File: src/rtl/mmh3_pkg.sv
// Shared types and constants for the 32-bit murmur hash block.
`timescale 1ns / 1ps
package mmh3_pkg;

  // Word mix, round and finaliser constants
  localparam logic [31:0] MIX_C1 = 32'hcc9e2d51;
  localparam logic [31:0] MIX_C2 = 32'h1b873593;
  localparam logic [15:0] ADD_LO = 16'h6b64;
  localparam logic [15:0] ADD_HI = 16'he654;
  localparam logic [31:0] ADD_C  = {ADD_HI, ADD_LO};
  localparam logic [31:0] FIN_C1 = 32'h85ebca6b;
  localparam logic [31:0] FIN_C2 = 32'hc2b2ae35;

  // Controller states
  typedef enum logic [2:0] {
    ST_IDLE,
    ST_MIX1,
    ST_MIX2,
    ST_ROUND,
    ST_FIN1,
    ST_FIN2
  } state_t;

  // Datapath step commands
  typedef enum logic [2:0] {
    STEP_NONE,
    STEP_MIX1,
    STEP_MIX2,
    STEP_ROUND,
    STEP_FIN1,
    STEP_FIN2
  } step_t;

  // How the current word enters the running hash
  typedef enum logic [1:0] {
    MODE_NONE,
    MODE_TAIL,
    MODE_FULL
  } mode_t;

  typedef struct packed {
    logic  start;
    step_t step;
  } dp_cmd_t;

  typedef struct packed {
    logic last;
    logic key_active;
  } dp_status_t;

endpackage

File: src/rtl/mmh3_datapath.sv
// Datapath: seed, running hash, byte count, shared multiplier and result register.
`timescale 1ns / 1ps
module mmh3_datapath (
  input  logic                clk,
  input  logic                rst_n,
  input  logic                cfg_we,
  input  logic [31:0]         cfg_seed_value,
  input  logic [31:0]         in_data_word,
  input  logic [2:0]          in_valid_bytes,
  input  logic                in_last_word,
  input  mmh3_pkg::dp_cmd_t   cmd,
  output mmh3_pkg::dp_status_t status,
  output logic [31:0]         out_hash_value
);
  import mmh3_pkg::*;

  logic [31:0] seed_r,  seed_nxt;
  logic        kip_r,   kip_nxt;
  logic [31:0] hash_r,  hash_nxt;
  logic [31:0] count_r, count_nxt;
  logic [31:0] work_r,  work_nxt;
  mode_t       mode_r,  mode_nxt;
  logic [2:0]  add_r,   add_nxt;
  logic        last_r,  last_nxt;
  logic [31:0] res_r,   res_nxt;

  logic        in_full;
  logic [31:0] in_mask;
  logic [31:0] mul_a, mul_b, prod;
  logic [31:0] h_x, h_rot, h_full, h_round, c_round, fin0;

  // Byte mask for a short last word
  always_comb begin
    case (in_valid_bytes[1:0])
      2'd1:    in_mask = 32'h0000_00ff;
      2'd2:    in_mask = 32'h0000_ffff;
      2'd3:    in_mask = 32'h00ff_ffff;
      default: in_mask = 32'hffff_ffff;
    endcase
  end

  assign in_full = !in_last_word || (in_valid_bytes >= 3'd4);

  // Shared multiplier, operands picked by the current step
  always_comb begin
    case (cmd.step)
      STEP_MIX1: begin
        mul_a = work_r;
        mul_b = MIX_C1;
      end
      STEP_MIX2: begin
        mul_a = {work_r[16:0], work_r[31:17]};
        mul_b = MIX_C2;
      end
      STEP_FIN1: begin
        mul_a = work_r;
        mul_b = FIN_C1;
      end
      STEP_FIN2: begin
        mul_a = work_r;
        mul_b = FIN_C2;
      end
      default: begin
        mul_a = work_r;
        mul_b = 32'd0;
      end
    endcase
  end

  assign prod = mul_a * mul_b;

  // Hash round: rotate by 13, times five, add
  assign h_x    = hash_r ^ work_r;
  assign h_rot  = {h_x[18:0], h_x[31:19]};
  assign h_full = h_rot + {h_rot[29:0], 2'b00} + ADD_C;

  always_comb begin
    case (mode_r)
      MODE_FULL: h_round = h_full;
      MODE_TAIL: h_round = h_x;
      default:   h_round = hash_r;
    endcase
  end

  assign c_round = count_r + {29'd0, add_r};
  assign fin0    = h_round ^ c_round;

  // Next-state logic
  always_comb begin
    seed_nxt  = cfg_we ? cfg_seed_value : seed_r;
    kip_nxt   = kip_r;
    hash_nxt  = hash_r;
    count_nxt = count_r;
    work_nxt  = work_r;
    mode_nxt  = mode_r;
    add_nxt   = add_r;
    last_nxt  = last_r;
    res_nxt   = res_r;

    if (cmd.start) begin
      kip_nxt   = 1'b1;
      hash_nxt  = kip_r ? hash_r  : seed_r;
      count_nxt = kip_r ? count_r : 32'd0;
      work_nxt  = in_full ? in_data_word : (in_data_word & in_mask);
      last_nxt  = in_last_word;
      add_nxt   = in_full ? 3'd4 : in_valid_bytes;
      if (in_full) begin
        mode_nxt = MODE_FULL;
      end else if (in_valid_bytes != 3'd0) begin
        mode_nxt = MODE_TAIL;
      end else begin
        mode_nxt = MODE_NONE;
      end
    end

    case (cmd.step)
      STEP_MIX1, STEP_MIX2: begin
        work_nxt = prod;
      end
      STEP_ROUND: begin
        hash_nxt  = h_round;
        count_nxt = c_round;
        work_nxt  = fin0 ^ {16'd0, fin0[31:16]};
        if (last_r) begin
          kip_nxt = 1'b0;
        end
      end
      STEP_FIN1: begin
        work_nxt = prod ^ {13'd0, prod[31:13]};
      end
      STEP_FIN2: begin
        res_nxt = prod ^ {16'd0, prod[31:16]};
      end
      default: begin
      end
    endcase
  end

  // Control state
  always_ff @(posedge clk) begin
    if (!rst_n) begin
      seed_r <= 32'd0;
      kip_r  <= 1'b0;
    end else begin
      seed_r <= seed_nxt;
      kip_r  <= kip_nxt;
    end
  end

  // Payload registers
  always_ff @(posedge clk) begin
    hash_r  <= hash_nxt;
    count_r <= count_nxt;
    work_r  <= work_nxt;
    mode_r  <= mode_nxt;
    add_r   <= add_nxt;
    last_r  <= last_nxt;
    res_r   <= res_nxt;
  end

  assign status.last       = last_r;
  assign status.key_active = kip_r;
  assign out_hash_value    = res_r;

endmodule

File: src/rtl/mmh3_ctrl.sv
// Controller: sequences mix, round and finaliser steps and owns the handshakes.
`timescale 1ns / 1ps
module mmh3_ctrl (
  input  logic                 clk,
  input  logic                 rst_n,
  input  logic                 in_valid,
  output logic                 in_stall,
  output logic                 out_valid,
  input  logic                 out_stall,
  input  mmh3_pkg::dp_status_t status,
  output mmh3_pkg::dp_cmd_t    cmd
);
  import mmh3_pkg::*;

  state_t state_r, state_nxt;
  logic   out_valid_r, out_valid_nxt;
  logic   out_free;

  assign out_free = !out_valid_r || !out_stall;

  // Next state and commands
  always_comb begin
    state_nxt     = state_r;
    out_valid_nxt = out_valid_r && out_stall;
    cmd.start     = 1'b0;
    cmd.step      = STEP_NONE;
    in_stall      = 1'b1;

    unique case (state_r)
      ST_IDLE: begin
        in_stall = 1'b0;
        if (in_valid) begin
          cmd.start = 1'b1;
          state_nxt = ST_MIX1;
        end
      end
      ST_MIX1: begin
        cmd.step  = STEP_MIX1;
        state_nxt = ST_MIX2;
      end
      ST_MIX2: begin
        cmd.step  = STEP_MIX2;
        state_nxt = ST_ROUND;
      end
      ST_ROUND: begin
        cmd.step  = STEP_ROUND;
        state_nxt = status.last ? ST_FIN1 : ST_IDLE;
      end
      ST_FIN1: begin
        cmd.step  = STEP_FIN1;
        state_nxt = ST_FIN2;
      end
      ST_FIN2: begin
        // wait here until the result register is free
        if (out_free) begin
          cmd.step      = STEP_FIN2;
          out_valid_nxt = 1'b1;
          state_nxt     = ST_IDLE;
        end
      end
      default: begin
        state_nxt = ST_IDLE;
      end
    endcase
  end

  always_ff @(posedge clk) begin
    if (!rst_n) begin
      state_r     <= ST_IDLE;
      out_valid_r <= 1'b0;
    end else begin
      state_r     <= state_nxt;
      out_valid_r <= out_valid_nxt;
    end
  end

  assign out_valid = out_valid_r;

`ifndef ASSERT_OFF
  // a finished hash always shows up as a valid result
  a_fin_to_valid: assert property (@(posedge clk) disable iff (!rst_n)
    cmd.step == STEP_FIN2 |=> out_valid_r)
    else $error("finaliser result not presented");

  // the finaliser never overwrites a result still waiting
  a_no_overwrite: assert property (@(posedge clk) disable iff (!rst_n)
    cmd.step == STEP_FIN2 |-> out_free)
    else $error("result register overwritten");

  // a key word that is not the last frees the input after its round
  a_round_release: assert property (@(posedge clk) disable iff (!rst_n)
    state_r == ST_ROUND && !status.last |=> state_r == ST_IDLE)
    else $error("non-final word did not release input");

  // every transfer in leaves a key open and moves on to the first mix step
  a_start_active: assert property (@(posedge clk) disable iff (!rst_n)
    cmd.start |=> status.key_active && state_r == ST_MIX1)
    else $error("accepted word did not start processing");
`endif

endmodule

File: src/rtl/murmur3_32_hash.sv
// Top level of the streaming 32-bit murmur hash (x86_32 variant).
//
// Input channel: in_data_word (little-endian, first byte in bits 7:0),
// in_valid_bytes and in_last_word, with in_valid / in_stall. A word that is
// not the last counts as four bytes. A last word with zero valid bytes ends
// the key without mixing, so an empty key gives the hash of the seed alone.
// Output channel: out_hash_value with out_valid / out_stall, one transfer per
// key, issued for the last word.
// Configuration: cfg_seed_value with cfg_valid / cfg_ready (always ready); the
// seed is picked up when the first word of a key is taken.
// Sequencing: a word is taken, then goes through two multiply steps on the
// single shared 32x32 multiplier and a hash round before the next is taken; a
// last word adds two finaliser multiply steps, after which the hash is valid.
// The result sits in an output register, so the next key's words are taken
// while the receiver stalls; only a further last word waits in the final
// multiply step until that register is free.
// Reset (rst_n low, synchronous) clears the seed to zero, drops any key in
// progress and any pending result.
`timescale 1ns / 1ps
module murmur3_32_hash (
  input  logic        clk,
  input  logic        rst_n,
  input  logic        cfg_valid,
  output logic        cfg_ready,
  input  logic [31:0] cfg_seed_value,
  input  logic        in_valid,
  output logic        in_stall,
  input  logic [31:0] in_data_word,
  input  logic [2:0]  in_valid_bytes,
  input  logic        in_last_word,
  output logic        out_valid,
  input  logic        out_stall,
  output logic [31:0] out_hash_value
);
  import mmh3_pkg::*;

  dp_cmd_t    cmd;
  dp_status_t status;
  logic       cfg_we;

  // Seed register is always ready and takes a write whenever cfg_valid is high
  assign cfg_ready = 1'b1;
  assign cfg_we    = cfg_valid && cfg_ready;

  mmh3_ctrl u_ctrl (
    .clk       (clk),
    .rst_n     (rst_n),
    .in_valid  (in_valid),
    .in_stall  (in_stall),
    .out_valid (out_valid),
    .out_stall (out_stall),
    .status    (status),
    .cmd       (cmd)
  );

  mmh3_datapath u_datapath (
    .clk            (clk),
    .rst_n          (rst_n),
    .cfg_we         (cfg_we),
    .cfg_seed_value (cfg_seed_value),
    .in_data_word   (in_data_word),
    .in_valid_bytes (in_valid_bytes),
    .in_last_word   (in_last_word),
    .cmd            (cmd),
    .status         (status),
    .out_hash_value (out_hash_value)
  );

endmodule
File: config.mk
export PLATFORM = sky130hd
export DESIGN_NAME = murmur3_32_hash
export DESIGN_NICKNAME = d
export VERILOG_FILES = /design/src/rtl/mmh3_pkg.sv /design/src/rtl/mmh3_datapath.sv /design/src/rtl/mmh3_ctrl.sv /design/src/rtl/murmur3_32_hash.sv
export SDC_FILE = /design/constraint.sdc
export NUM_CORES = 2
export LEC_CHECK = 0
export ABC_AREA = 1
export BUFFER_PORTS_ARGS = -buffer_cell sky130_fd_sc_hd__buf_2
export CORE_UTILIZATION = 60
export CTS_CLUSTER_DIAMETER = 200
export CTS_CLUSTER_SIZE = 25
export DETAILED_ROUTE_END_ITERATION = 7
export PLACE_DENSITY_LB_ADDON = 0.05
export SLEW_MARGIN = 0
export SYNTH_ARGS = -nofsm -noshare
export SYNTH_HDL_FRONTEND = slang
export SYNTH_HIERARCHICAL = 1
export SYNTH_SLANG_ARGS = --single-unit
File: constraint.sdc
create_clock -name clk -period 23.2 [get_ports clk]
set_input_delay 2.32 -clock clk [delete_from_list [all_inputs] [get_ports clk]]
set_output_delay 2.32 -clock clk [all_outputs]
set_load 0.03 [all_outputs]
After elaboration in Yosys (flattened, before gate mapping)
Cells that the tools add are included.

Add/sub/neg operators: 3. Magnitude comparators: 1. $mul: 1. Divide/modulo/power cells: 0. Reductions and logical operators: 13. Equal/unequal tests: 18. Shifts and indexed selects: 0. Muxes and demuxes: 28. Bitwise operators: 6.

Operators with widths (count): two-way mux 32 bit (9); one-hot mux 32 bit (3 select lines) (2); one-hot mux 32 bit (4 select lines) (1); one-hot mux 32 bit (2 select lines) (1); bitwise XOR 32 x 16 -> 32 bit (2); bitwise XOR 32 bit (2); adder 32 x 3 -> 32 bit (1); adder 32 bit (1); adder 32 bit, second input constant (1); AND 32 bit (1); multiplier 32 x 32 -> 32 bit (1); bitwise XOR 32 x 19 -> 32 bit (1); one-hot mux 3 bit (6 select lines) (1); one-hot mux 3 bit (5 select lines) (1); == test 3 x 2 -> 1 bit, second input constant (4); == test 3 bit, second input constant (4); two-way mux 3 bit (4); two-way mux 1 bit (9); == test 2 bit, second input constant (3); == test 3 x 1 -> 1 bit, second input constant (2); == test 2 x 1 -> 1 bit, second input constant (2); inequality test 2 bit, second input constant (2); AND reduction 2 bit (2); nonzero test 4 bit (1); other kinds (9) (12).

Memory bits (read-only): 0. Bits in latches: 0. Memories kept: 0. Output and inout port bits: 35. Bits of input ports: 73. RAM bits: 0. Flip-flop bits (word level): 171.

Depth between registers and ports, before layout
Word-level depth: 9. Depth in mapped cells: 50. Gate-level depth less buffers: 48.

Cells and area by module
The synthesis kept the hierarchy.

By module, submodules not included: mmh3_datapath (cells an instance 3448, times used 1, sequential area each 4684.5 µm², area an instance 27093.5 µm²); mmh3_ctrl (cells an instance 35, times used 1, sequential area each 80.1 µm², area an instance 232.7 µm²); murmur3_32_hash (cells an instance 2, times used 1, sequential area each 0.0 µm², area an instance 11.3 µm²).

Worst setup path before layout
OpenSTA, ideal clock, no wires.

Kind: input-to-reg. Start point: in out_stall. End point: reg u_datapath.work_r[13] (data pin). Path slack: 13.305 ns. Cell stages on the path: 41. Data arrival time: 9.634 ns. Cells stage by stage: nand2_1 > nand3_1 > o21ai_0 > buf_6 > inv_4 > nor2_4 > nand2_2 > nand2_2 > inv_2 > clkbuf_1 > nor2_1 > inv_1 > fa_1 > inv_1 > fa_1 > fa_1 > inv_1 > fa_1 > [5 not listed] > fa_1 > fa_1 > ha_1 > nand2_1 > nor4_1 > nand4_1 > nand3_1 > nand2_1 > nand2_1 > nand2_1 > nand2_1 > inv_1 > or2_2 > nand2_1 > nand2_1 > nand3_1 > o21ai_0 > nand3b_1.

RTL lines: start, declared (line murmur3_32_hash.sv:32) `input logic out_stall,`; end signal, assigned (line mmh3_datapath.sv:154) `work_r <= work_nxt;`; end, declared (line mmh3_datapath.sv:21) `logic [31:0] work_r, work_nxt;`.

==> results by stage <==
Detailed routing:
- The total wire length is 103 mm.
- In the routed design, unresolved DRC markers number 0.
- After detailed routing, the average wire length per cell comes to 24.8 um.
- The total via count in the routed design is 24700.
- The length of the first detailed-routing pass in iterations is 8.
- In the routed layout, each cell is associated on average with a via count of 5.95.
- The number of DRC markers after the initial detailed-route iteration is 2739.
- The detail route stage leaves a number of antenna-violating nets equal to 0.

Critical path:
- The worst reg2reg path endpoint is u_datapath/work_r[9].
- The data required time of the critical path is 23.40 ns.
- STA classifies the critical path endpoint as a flop.
- The critical path startpoint category is a primary input.
- The worst reg-to-reg setup slack is 12.44 ns.
- The arrival time of the worst setup path is 12.35 ns.
- The startpoint identified for the worst register-to-register timing path is u_ctrl/state_r[0].
- Along the worst path, the maximum fanout reaches 55.
- The largest single stage delay on the critical path is 1.02 ns.
- The cell count of the worst reg-to-reg path is 32.
- The cell type of the slowest stage on the worst timing path is sky130_fd_sc_hd__inv_1.
- The kind of critical path is primary input to flop.
- The dominant cell type by count on the critical path is sky130_fd_sc_hd__fa_1.

Cells and area:
- The fraction of final layout cells sized beyond drive strength 1 is 7.16%.
- For this run, the post-layout net count is 4216.
- The number of fillers in the final layout is 3950.
- The library cell used most frequently in the layout, excluding fill and tap cells, is sky130_fd_sc_hd__inv_1.
- The library cells used most frequently in the layout, excluding fill and tap cells, are sky130_fd_sc_hd__inv_1 (796), sky130_fd_sc_hd__nand2_1 (723), sky130_fd_sc_hd__fa_1 (382), sky130_fd_sc_hd__nor2_1 (334), sky130_fd_sc_hd__ha_1 (213).
- The area growth from synthesis to layout is 6.17%.

Logic synthesis:
- The net count after synthesis is 4152.
- The cell area after synthesis is 27300 um^2.
- In this run the mean area of a mapped cell was 7.84 um^2.
- Synthesis handed over a netlist of 3484 instances.
- The synthesis warning total is 6.

Worst hold path:
- The tightest min-delay check is of the flop to flop type.
- The startpoint identified for the worst hold timing path is u_datapath/seed_r[4].
- The path with the worst hold slack has its endpoint at u_datapath/seed_r[4].
- Along the worst hold path, the cell count comes to 2.

Floorplanning:
- The core area is 44600 um^2.
- The die area is 46400 um^2.
- The initial core utilization is 61.3%.
- During I/O placement, the number of pins put on the boundary was 108.
- The die span in x is 215 um.
- In this run the core area contains 77 standard-cell rows.
- The overall die height is 215 um.

Placed design:
- The global placer's final weighted congestion is 1.13.
- Summed over all nets, the half-perimeter wirelength after detailed placement is 86.7 mm.
- The number of port buffers is 106.

STA:
- The timing-limited maximum frequency is 0.0823 GHz.
- The worst hold slack after final layout is 0.505 ns.
- At the pin with the least slew margin, the transition time is 1.29 ns.
- The clock period could shrink to 12.15 ns.
- The final-report max-slew violation count was 0.
- Setup repair after global routing left no endpoint under its margin.
- The share of the clock period used by the worst path is 52.4%.
- On the final layout, the worst clock skew is 0.0214 ns.
- The final count of hold timing violations is 0.
- Setup violations remaining at the end of the flow were counted as 0.
- The worst pin sits at a relative slew slack of 13.8%.
- The total negative slack for setup checks is 0 ns.

GRT:
- The first global-routing pass estimated 152 mm of wire.
- Entering global routing, the biggest net connects 101 pins.
- Global routing consumed, over all layers together, 45.2% of the routing resources.
- The initial antenna violation count is 2.
- The number of global-route vias before repair came to 25000.
- The total overflow left after global routing is 0.

Clocking:
- The number of gates given a new drive strength after cts is 0.
- The number of levels the H-tree was split into is 4.
- The quantity of hold-fixing buffers added after cts is 0.
- The total CTS buffers is 17.
- The number of setup buffers added after CTS is 0.
- The total clock sinks is 171.
- Clock tree synthesis selected as its root buffer the cell sky130_fd_sc_hd__clkbuf_16.
- The clock tree from TritonCTS is yes.
- The later pin in the worst-skew pair is clocked with a latency of 0.47 ns.
- The clock transition at the register clock pins on the worst setup and hold paths after CTS is 0.08 ns.
- The worst-case clock buffer depth is 2.

Run:
- Max-cap violations in this run came to 0.

Status:
- The flow ran to the end, and the final reports show no timing, DRC or antenna violations.
-- sequential cells by signal, indices dropped and copies added, names as in the netlist --
name / count
u_datapath/mode_r: 2
u_datapath/work_r: 32
u_ctrl/state_r: 3
u_datapath/hash_r: 32
u_datapath/add_r: 3
u_datapath/seed_r: 32
u_datapath/out_hash_value: 32
u_datapath/last_r: 1
u_datapath/kip_r: 1
u_ctrl/out_valid: 1
u_datapath/count_r: 32
-- worst max-delay path by stage --
stage,startpoint,end,slack (ns),depth (start not counted)
floorplan,out_stall,u_datapath/work_r[13],13.30,41
global placement,out_stall,u_datapath/work_r[9],11.08,34
detailed placement,out_stall,u_datapath/work_r[9],10.89,34
CTS,out_stall,u_datapath/work_r[9],11.32,34
global route,out_stall,u_datapath/work_r[11],10.78,36
finish,out_stall,u_datapath/work_r[9],11.05,34
-- critical path, delay by kind of cell --
| kind | cells | cell delay (ns) |
|---|---|---|
| compound gates | 3 | 0.71 |
| xor+xnor | 2 | 0.82 |
| fa+ha+maj | 9 | 4.07 |
| buf+inv | 8 | 1.78 |
| simple gates | 12 | 2.61 |
-- metal layers --
layer | track usage, % | up-vias | routed length (um)
met5 | 0 | - | 0
met3 | 9.08 | 463 | 10400
met2 | 72.6 | 1616 | 47100
li1 | - | 10800 | -
met4 | 37.0 | 0 | 10300
met1 | 52.6 | 11900 | 35300
-- through the flow --
stage	worst slack, ns	utilization (%)	cell area, um^2	instances
2_1_floorplan	13.30	-	27300	3484
3_3_place_gp	11.08	63.6	28400	4121
3_5_place_dp	10.89	63.6	28400	4121
4_1_cts	11.32	65.0	29000	4153
5_1_grt	10.78	65.0	29000	4154
6_report	11.05	65.0	29000	4155
-- cell type report --
cell class / count / area [um^2] / share of cell area [%]
clock inverter: 15 / 210 / 0.724
sequential: 171 / 4760 / 16.4
inverter: 806 / 3040 / 10.5
antenna: 2 / 5.00 / 0.0172
multi-input combinational: 2429 / 19200 / 66.1
clock buffer: 17 / 425 / 1.47
tap: 592 / 741 / 2.55
timing repair buffer: 123 / 658 / 2.27
Power is not shown: default switching activity piles up to over one toggle a cycle in this logic, so the estimate is an artifact.
